**config.mk**
```make
export PLATFORM = sky130hd
export DESIGN_NAME = quadrature_detent_decoder_unit_flat
export DESIGN_NICKNAME = d
export VERILOG_FILES = /design/src/sv/qdd_pkg.sv /design/src/sv/qdd_in_if.sv /design/src/sv/qdd_out_if.sv /design/src/sv/qdd_cfg_if.sv /design/src/sv/quadrature_detent_decoder_unit.sv /design/src/sv/qdd_core.sv /design/src/flat_wrapper.sv
export SDC_FILE = /design/constraint.sdc
export NUM_CORES = 1
export LEC_CHECK = 0
export BUFFER_PORTS_ARGS = -buffer_cell sky130_fd_sc_hd__buf_2
export CORE_UTILIZATION = 50
export DETAILED_ROUTE_END_ITERATION = 10
export GPL_ROUTABILITY_DRIVEN = 0
export HOLD_SLACK_MARGIN = 0.06
export PLACE_DENSITY = 0.69
export SETUP_SLACK_MARGIN = 0.15
export SYNTH_ARGS = -nofsm -noshare
export SYNTH_HDL_FRONTEND = slang
export SYNTH_SLANG_ARGS = --single-unit
```
**constraint.sdc**
```tcl
create_clock -name clk -period 14.6 [get_ports clk]
set_input_delay 2.92 -clock clk [delete_from_list [all_inputs] [get_ports clk]]
set_output_delay 2.92 -clock clk [all_outputs]
set_load 0.005 [all_outputs]
```
**src/sv/qdd_pkg.sv**
```systemverilog
// Package: shared types, constants and helpers for the quadrature detent decoder.
package qdd_pkg;

  localparam int CFG_IDX_W  = 2;
  localparam int CFG_DATA_W = 16;
  localparam int TIME_W     = 32;
  localparam int POS_W      = 16;
  localparam int ACC_W      = 4;
  localparam int THR_W      = 3;

  // Configuration register indexes
  localparam logic [CFG_IDX_W-1:0] REG_IDLE_TIMEOUT = 2'd0;
  localparam logic [CFG_IDX_W-1:0] REG_STEP_THRESH  = 2'd1;
  localparam logic [CFG_IDX_W-1:0] REG_INVERT_DIR   = 2'd2;

  localparam logic [15:0]      RST_IDLE_TIMEOUT = 16'd500;
  localparam logic [THR_W-1:0] RST_STEP_THRESH  = 3'd2;
  localparam logic             RST_INVERT_DIR   = 1'b1;
  localparam logic [THR_W-1:0] THRESH_MAX       = 3'd6;

  typedef struct packed {
    logic [15:0]      idle_timeout_ms;
    logic [THR_W-1:0] step_threshold;
    logic             invert_direction;
  } qdd_cfg_t;

  typedef struct packed {
    logic              chan_a;
    logic              chan_b;
    logic              button_in;
    logic [TIME_W-1:0] now_ms;
  } qdd_item_t;

  // Gray phase of the A/B pair: 00->0, 01->1, 11->2, 10->3
  function automatic logic [1:0] gray_phase(input logic a, input logic b);
    gray_phase = {a, a ^ b};
  endfunction

endpackage

```
**src/sv/qdd_in_if.sv**
```systemverilog
// Interface: encoder poll channel.
interface qdd_in_if import qdd_pkg::*; ();
  logic              valid;
  logic              ready;
  logic              chan_a;
  logic              chan_b;
  logic              button_in;
  logic [TIME_W-1:0] now_ms;

  modport source (output valid, chan_a, chan_b, button_in, now_ms, input ready);
  modport sink   (input valid, chan_a, chan_b, button_in, now_ms, output ready);
endinterface

```
**src/sv/qdd_out_if.sv**
```systemverilog
// Interface: position result channel.
interface qdd_out_if import qdd_pkg::*; ();
  logic                    valid;
  logic                    ready;
  logic signed [POS_W-1:0] wheel_position;
  logic                    button_pressed;

  modport source (output valid, wheel_position, button_pressed, input ready);
  modport sink   (input valid, wheel_position, button_pressed, output ready);
endinterface

```
**src/sv/qdd_cfg_if.sv**
```systemverilog
// Interface: configuration write channel.
interface qdd_cfg_if import qdd_pkg::*; ();
  logic                  valid;
  logic                  ready;
  logic [CFG_IDX_W-1:0]  reg_index;
  logic [CFG_DATA_W-1:0] wdata;

  modport source (output valid, reg_index, wdata, input ready);
  modport sink   (input valid, reg_index, wdata, output ready);
endinterface

```
**src/sv/quadrature_detent_decoder_unit.sv**
```systemverilog
// Top level: rotary encoder poll decoder with 16-bit wrapping detent position.
//
//  channel | dir | handshake      | payload
//  --------+-----+----------------+------------------------------------------
//  in_if   | in  | valid / ready  | chan_a, chan_b, button_in, now_ms[31:0]
//  out_if  | out | valid / ready  | wheel_position[15:0] (signed), button_pressed
//  cfg_if  | in  | valid / ready  | reg_index[1:0], wdata[15:0]
//
//  One poll per cycle sustained while out_if is ready. The poll is captured
//  in the input register, then decoded against the state registers in one pass
//  and written to the result register along with the state update.
//  Reset (rst_n low, synchronous) zeroes phase, accumulator, last-step time and
//  position, and loads timeout 500 ms, threshold 2, inverted direction.
//  A stall on out_if holds the result register; the input register then
//  fills and in_if.ready drops. cfg_if is always ready.
module quadrature_detent_decoder_unit import qdd_pkg::*; (
  input  logic      clk,
  input  logic      rst_n,
  qdd_in_if.sink    in_if,
  qdd_out_if.source out_if,
  qdd_cfg_if.sink   cfg_if
);

  // configuration registers
  qdd_cfg_t cfg_r;

  // input register
  logic      in_valid_r;
  qdd_item_t in_item_r;

  // result register
  logic                    out_valid_r;
  logic signed [POS_W-1:0] out_pos_r;
  logic                    out_btn_r;

  logic                    advance;   // input register moves into the result register
  logic                    in_take;
  logic signed [POS_W-1:0] position_nxt;

  assign advance      = in_valid_r && (!out_valid_r || out_if.ready);
  assign in_if.ready  = !in_valid_r || advance;
  assign in_take      = in_if.valid && in_if.ready;
  assign cfg_if.ready = 1'b1;

  assign out_if.valid          = out_valid_r;
  assign out_if.wheel_position = out_pos_r;
  assign out_if.button_pressed = out_btn_r;

  // configuration writes; indexes outside the list are dropped
  always_ff @(posedge clk) begin
    if (!rst_n) begin
      cfg_r.idle_timeout_ms  <= RST_IDLE_TIMEOUT;
      cfg_r.step_threshold   <= RST_STEP_THRESH;
      cfg_r.invert_direction <= RST_INVERT_DIR;
    end else if (cfg_if.valid && cfg_if.ready) begin
      unique case (cfg_if.reg_index)
        REG_IDLE_TIMEOUT: cfg_r.idle_timeout_ms  <= cfg_if.wdata;
        REG_STEP_THRESH:  cfg_r.step_threshold   <= cfg_if.wdata[THR_W-1:0];
        REG_INVERT_DIR:   cfg_r.invert_direction <= cfg_if.wdata[0];
        default: ;
      endcase
    end
  end

  // input register: valid bit under reset, payload loads on each transfer
  always_ff @(posedge clk) begin
    if (!rst_n) begin
      in_valid_r <= 1'b0;
    end else if (in_if.ready) begin
      in_valid_r <= in_if.valid;
    end
  end

  always_ff @(posedge clk) begin
    if (in_take) begin
      in_item_r.chan_a    <= in_if.chan_a;
      in_item_r.chan_b    <= in_if.chan_b;
      in_item_r.button_in <= in_if.button_in;
      in_item_r.now_ms    <= in_if.now_ms;
    end
  end

  qdd_core u_core (
    .clk          (clk),
    .rst_n        (rst_n),
    .advance      (advance),
    .item         (in_item_r),
    .cfg          (cfg_r),
    .position_nxt (position_nxt)
  );

  // result register
  always_ff @(posedge clk) begin
    if (!rst_n) begin
      out_valid_r <= 1'b0;
    end else if (!out_valid_r || out_if.ready) begin
      out_valid_r <= in_valid_r;
    end
  end

  always_ff @(posedge clk) begin
    if (advance) begin
      out_pos_r <= position_nxt;
      out_btn_r <= in_item_r.button_in;
    end
  end

  // a processed poll always lands in the result register
  a_adv_out: assert property (@(posedge clk) disable iff (!rst_n)
    advance |=> out_valid_r)
    else $error("processed poll lost");

  // a poll waiting in the input register is not dropped
  a_in_hold: assert property (@(posedge clk) disable iff (!rst_n)
    (in_valid_r && !advance) |=> in_valid_r)
    else $error("pending poll dropped");

  // input register only advances when the result side has room
  a_adv_room: assert property (@(posedge clk) disable iff (!rst_n)
    (advance && out_valid_r) |-> out_if.ready)
    else $error("result overwritten while stalled");

endmodule

```
**src/sv/qdd_core.sv**
```systemverilog
// Step decode, idle timeout, accumulator and detent position state.
module qdd_core import qdd_pkg::*; (
  input  logic                    clk,
  input  logic                    rst_n,
  input  logic                    advance,
  input  qdd_item_t               item,
  input  qdd_cfg_t                cfg,
  output logic signed [POS_W-1:0] position_nxt
);

  logic        [1:0]        prev_phase_r;
  logic signed [ACC_W-1:0]  step_accum_r, step_accum_nxt;
  logic        [TIME_W-1:0] last_time_r, last_time_nxt;
  logic signed [POS_W-1:0]  position_r;

  logic        [1:0]        phase;
  logic                     step_nz, step_back;
  logic signed [ACC_W-1:0]  step, sum;
  logic        [ACC_W-1:0]  mag;
  logic        [THR_W-1:0]  thr;
  logic        [TIME_W-1:0] elapsed;
  logic                     timed_out, up;

  always_comb begin
    phase     = gray_phase(item.chan_a, item.chan_b);
    step_nz   = (phase != prev_phase_r);
    step_back = step_nz && (phase == (prev_phase_r - 2'd1));
    step      = step_back ? -4'sd1 : (step_nz ? 4'sd1 : 4'sd0);
    thr       = (cfg.step_threshold > THRESH_MAX) ? THRESH_MAX : cfg.step_threshold;

    last_time_nxt = step_nz ? item.now_ms : last_time_r;
    elapsed       = item.now_ms - last_time_nxt;   // wraps mod 2^32
    timed_out     = (elapsed > {{(TIME_W-16){1'b0}}, cfg.idle_timeout_ms});

    sum  = step_accum_r + step;
    mag  = sum[ACC_W-1] ? ACC_W'(-sum) : ACC_W'(sum);
    up   = (!sum[ACC_W-1] && (sum != 4'sd0)) ^ cfg.invert_direction;

    step_accum_nxt = sum;
    position_nxt   = position_r;
    if (timed_out) begin
      step_accum_nxt = '0;
    end else if (mag > {1'b0, thr}) begin
      position_nxt   = up ? position_r + 16'sd1 : position_r - 16'sd1;
      step_accum_nxt = '0;
    end
  end

  always_ff @(posedge clk) begin
    if (!rst_n) begin
      prev_phase_r <= '0;
      step_accum_r <= '0;
      last_time_r  <= '0;
      position_r   <= '0;
    end else if (advance) begin
      prev_phase_r <= phase;
      step_accum_r <= step_accum_nxt;
      last_time_r  <= last_time_nxt;
      position_r   <= position_nxt;
    end
  end

  // accumulator never reaches -8 since the threshold is clamped to 6
  a_accum_range: assert property (@(posedge clk) disable iff (!rst_n)
    step_accum_r != 4'sb1000)
    else $error("step accumulator out of range");

  // position only changes on a processed poll, by at most one detent
  a_pos_hold: assert property (@(posedge clk) disable iff (!rst_n)
    !advance |=> $stable(position_r))
    else $error("position moved without a poll");

  a_pos_step: assert property (@(posedge clk) disable iff (!rst_n)
    advance |=> (position_r == $past(position_r)) ||
                (position_r == $past(position_r) + 16'sd1) ||
                (position_r == $past(position_r) - 16'sd1))
    else $error("position moved by more than one detent");

endmodule

```
**src/flat_wrapper.sv**
```systemverilog
// flat-port wrapper written by rule: the top's interface ports become plain ports
module quadrature_detent_decoder_unit_flat import qdd_pkg::*;
  (clk, rst_n, in_if_valid, in_if_chan_a, in_if_chan_b, in_if_button_in, in_if_now_ms, in_if_ready, out_if_valid, out_if_wheel_position, out_if_button_pressed, out_if_ready, cfg_if_valid, cfg_if_reg_index, cfg_if_wdata, cfg_if_ready);
  qdd_in_if in_if_i ();
  qdd_out_if out_if_i ();
  qdd_cfg_if cfg_if_i ();
  input  logic clk;
  input  logic rst_n;
  input wire logic [$bits(in_if_i.valid)-1:0] in_if_valid;
  input wire logic [$bits(in_if_i.chan_a)-1:0] in_if_chan_a;
  input wire logic [$bits(in_if_i.chan_b)-1:0] in_if_chan_b;
  input wire logic [$bits(in_if_i.button_in)-1:0] in_if_button_in;
  input wire logic [$bits(in_if_i.now_ms)-1:0] in_if_now_ms;
  output wire logic [$bits(in_if_i.ready)-1:0] in_if_ready;
  output wire logic [$bits(out_if_i.valid)-1:0] out_if_valid;
  output wire logic [$bits(out_if_i.wheel_position)-1:0] out_if_wheel_position;
  output wire logic [$bits(out_if_i.button_pressed)-1:0] out_if_button_pressed;
  input wire logic [$bits(out_if_i.ready)-1:0] out_if_ready;
  input wire logic [$bits(cfg_if_i.valid)-1:0] cfg_if_valid;
  input wire logic [$bits(cfg_if_i.reg_index)-1:0] cfg_if_reg_index;
  input wire logic [$bits(cfg_if_i.wdata)-1:0] cfg_if_wdata;
  output wire logic [$bits(cfg_if_i.ready)-1:0] cfg_if_ready;
  assign in_if_i.valid = in_if_valid;
  assign in_if_i.chan_a = in_if_chan_a;
  assign in_if_i.chan_b = in_if_chan_b;
  assign in_if_i.button_in = in_if_button_in;
  assign in_if_i.now_ms = in_if_now_ms;
  assign in_if_ready = in_if_i.ready;
  assign out_if_valid = out_if_i.valid;
  assign out_if_wheel_position = out_if_i.wheel_position;
  assign out_if_button_pressed = out_if_i.button_pressed;
  assign out_if_i.ready = out_if_ready;
  assign cfg_if_i.valid = cfg_if_valid;
  assign cfg_if_i.reg_index = cfg_if_reg_index;
  assign cfg_if_i.wdata = cfg_if_wdata;
  assign cfg_if_ready = cfg_if_i.ready;
  quadrature_detent_decoder_unit u_core (.clk(clk), .rst_n(rst_n), .in_if(in_if_i), .out_if(out_if_i), .cfg_if(cfg_if_i));
endmodule
```
==> out/qor.csv <==
metric,value,unit
io_pins,78,
yosysTopAreaCell,edfxtp_1,
wl_per_cell,15.3,microns
n_antenna_cell,0,
wl,18.8,mm
yosys.area_share.simple,22.5,%
cts-resized-gates,0,
viasPerCell,5.76,
r2r-start,u_core.in_item_r[33]$_DFFE_PP_,
drv_slew,0,
drc,0,
synth_cells,948,
die_h,131,microns
antenna_found_initial,0,
synth_seq_cells,128,
dp.cells,1196,
drv_cap,0,
r2r_end,u_core.out_if.wheel_position[12]$_DFFE_PP_,
hold_class,reg2reg,
route.antenna.remaining_nets,0,
reg2reg_setup_slack,7290,ps
slew_headroom,24.0,%
post-route-period-util,50.1,%
cp.arrival,7470,ps
required,14760,ps
synth_fa_ha_area_share,8.24,%
syn_to_final_growth,13.4,%
synth_compound_area_share,17.5,%
fmax,0.137,GHz
ys_async_sr_fraction,0,%
slowest_stage,or3_1,
critPathMaxStageDelay,810,ps
dieArea,17300,sq um
insertion_delay,430,ps
fin_skew,6.89,ps
hold_violations,0,
start_kind,flip-flop,
num_rows,46,
cts_htree_levels,4,
peakVddDrop,0.0870,mV
synth_top_area_share,18.6,%
ys_types,82,
synth_xor_area_share,4.76,%
grt_overflow,0,
fin_area,9500,sq um
design.core.area,16100,sq um
seq_area_frac_synth,36.8,%
nNetsFinal,1111,
startpoint,u_core.in_item_r[33]$_DFFE_PP_,
power_density,119,nW/um^2
cp_max_fo,37,
grt_pass1_vias,6494,
cts_setup_buffers,0,
cp_common_cell,a21oi_1,
synth_area_leaders,"edfxtp_1 (19%), dfxtp_1 (18%), ha_1 (7.8%), nand2_1 (6.3%), mux2i_1 (5.4%)",
synthFlopType,dfxtp_1,
post-place-ws,7320,ps
crit_type,reg2reg,
finalSetupTns,0,ps
grt_util_all_layers,22.1,%
cts_buffers,17,
cp-endpoint,u_core.out_if.wheel_position[12]$_DFFE_PP_,
ys_warn_count,0,
dr.first_iter.drc_count,517,
grt_max_degree,51,
fin_ws,7290,ps
fin_crit,7310,ps
grt_pass1_wl,31.1,mm
dp_hpwl,13.3,mm
postCtsHoldBufs,0,
drive_gt1_share,14.8,%
synth.net_count,1060,
syn_area,8380,sq um
setup_viol,0,
dieWidth,131,microns
clk_pin_slew,60,ps
end_kind,flip-flop,
postPlaceCellArea,8870,sq um
fill_cells,1439,
cts_buffer_depth,2,
drtPass1Iterations,5,
start_util,52.0,%
synth_mux_area_share,5.65,%
fin_cells,1228,
vias,7069,
p_leak,0.00394,uW
outcome,"finished, final reports clean",
synth-edff-count,52,
port_buffers,76,
rsz0062_at_grt,false,
fin_util,59.0,%
reg2reg_depth,25,
synth.avg_cell_area,8.84,sq um
clock-root-buffer,clkbuf_16,
synth_top_family_by_area,simple AND/OR/NAND/NOR gates,
clock_sinks,128,
tightest_slew,1140,ps
cts_tree,built,
power breakdown:
part	internal [uW]	total, uW	switching (uW)	leakage, uW
combinational	111	289	178	0.00251
sequential	389	398	8.99	0.00112
clock	281	442	160	0.000314
total	782	1130	347	0.00394
cell usage after synthesis (7+ instances only):
master,n
ha_1,52
nand3_1,21
nor4_1,17
o21ai_0,22
xnor2_1,22
a21o_1,17
nor3_1,12
mux2i_1,45
clkbuf_1,39
a31oi_1,10
a211oi_1,20
nor2_1,52
or4_1,8
dfxtp_1,76
nor2b_1,11
and3_1,8
nand2b_1,29
inv_1,39
o31ai_1,7
nor4_2,11
and2_1,8
nand2_1,141
o211ai_1,11
xor2_1,21
edfxtp_1,52
a21oi_1,77
nand4_1,9
routing by layer:
layer  part of all wire [%]  global-route usage (%)  up-vias
met1                     47                    29.0     3283
li1                       -                       -     3556
met5                      0                       0        -
met4                    1.3                    7.88        0
met2                     47                    36.2      204
met3                    4.6                    4.21       26
flip-flops by register name, summed over array words and instances (netlist names):
register                      count
u_core.u_core.prev_phase_r        2
u_core.in_item_r                 35
u_core.out_if.valid               1
u_core.cfg_r                     20
u_core.u_core.step_accum_r        4
u_core.u_core.last_time_r        32
u_core.u_core.position_r         16
u_core.in_valid_r                 1
u_core.out_if.wheel_position     16
u_core.out_if.button_pressed      1
through the flow:
stage	power, uW	hold WS [ps]
floorplan	622	400
detailed placement	690	405
CTS	1130	417
finish	1130	420
global route	1180	420
global placement	686	402
cell type report:
type | count | area (sq um) | area share, %
clock buffer | 21 | 503 | 5.29
clock inverter | 11 | 123 | 1.29
inverter | 42 | 158 | 1.66
timing repair buffer | 84 | 440 | 4.64
multi-input combinational | 726 | 4920 | 51.8
sequential | 128 | 3080 | 32.5
tap | 216 | 270 | 2.84
kinds of logic (layout without fill, tap and decap cells):
logic type                 after synthesis  count (layout)
xor gates and xnor gates                44              44
other                                    1               1
DFF                                    128             128
adders and majority gates               54              54
muxes                                   47              47
AOI/OAI and AO/OA                      218             218
buffers and inverters                   94             158
and+or+nand+nor                        362             362
how the worst min path moves through the flow:
| stage | slack, ps | from | end | cells after the start |
|---|---|---|---|---|
| 6_report | 420 | u_core.in_item_r[32]$_DFFE_PP_ | u_core.out_if.button_pressed$_DFFE_PP_ | 0 |
| 2_1_floorplan | 400 | u_core.in_item_r[32]$_DFFE_PP_ | u_core.out_if.button_pressed$_DFFE_PP_ | 0 |
| 4_1_cts | 420 | u_core.in_item_r[32]$_DFFE_PP_ | u_core.out_if.button_pressed$_DFFE_PP_ | 0 |
| 3_5_place_dp | 400 | u_core.in_item_r[32]$_DFFE_PP_ | u_core.out_if.button_pressed$_DFFE_PP_ | 0 |
| 3_3_place_gp | 400 | u_core.in_item_r[32]$_DFFE_PP_ | u_core.out_if.button_pressed$_DFFE_PP_ | 0 |
| 5_1_grt | 420 | u_core.in_item_r[32]$_DFFE_PP_ | u_core.out_if.button_pressed$_DFFE_PP_ | 0 |
layout by cell type (no fill, tap or decap), types with 4 or more instances in the layout:
cell,instances
a21o_1,17
nor4_1,17
o21ai_1,4
nand2b_1,29
nand3b_1,5
a21oi_1,77
nor3_1,12
mux2i_1,45
nor2b_1,11
a211oi_1,20
clkbuf_16,19
inv_1,39
nor4b_1,6
a32o_1,5
a31oi_1,10
nand4_1,9
buf_4,8
dfxtp_1,76
o21bai_1,4
nand3_1,21
buf_2,76
o21ai_0,22
o31ai_1,7
and2_1,7
ha_1,52
xnor2_1,22
nor4_2,11
xor2_1,21
edfxtp_1,52
o211ai_1,11
nand2_1,141
or3_1,6
nor2_1,52
and3_1,8
or4_1,8
critical path, delay by kind of cell, from the launching register on:
kind,cells,cell delay (ps)
buffers and inverters,3,820
flip-flops,1,450
multiplexers,2,430
AND/OR/NAND/NOR,3,1550
adder cells (fa/ha/maj),2,650
XOR/XNOR,2,350
AO/OA/AOI/OAI,13,2740
(Power assumes the default switching activity.)
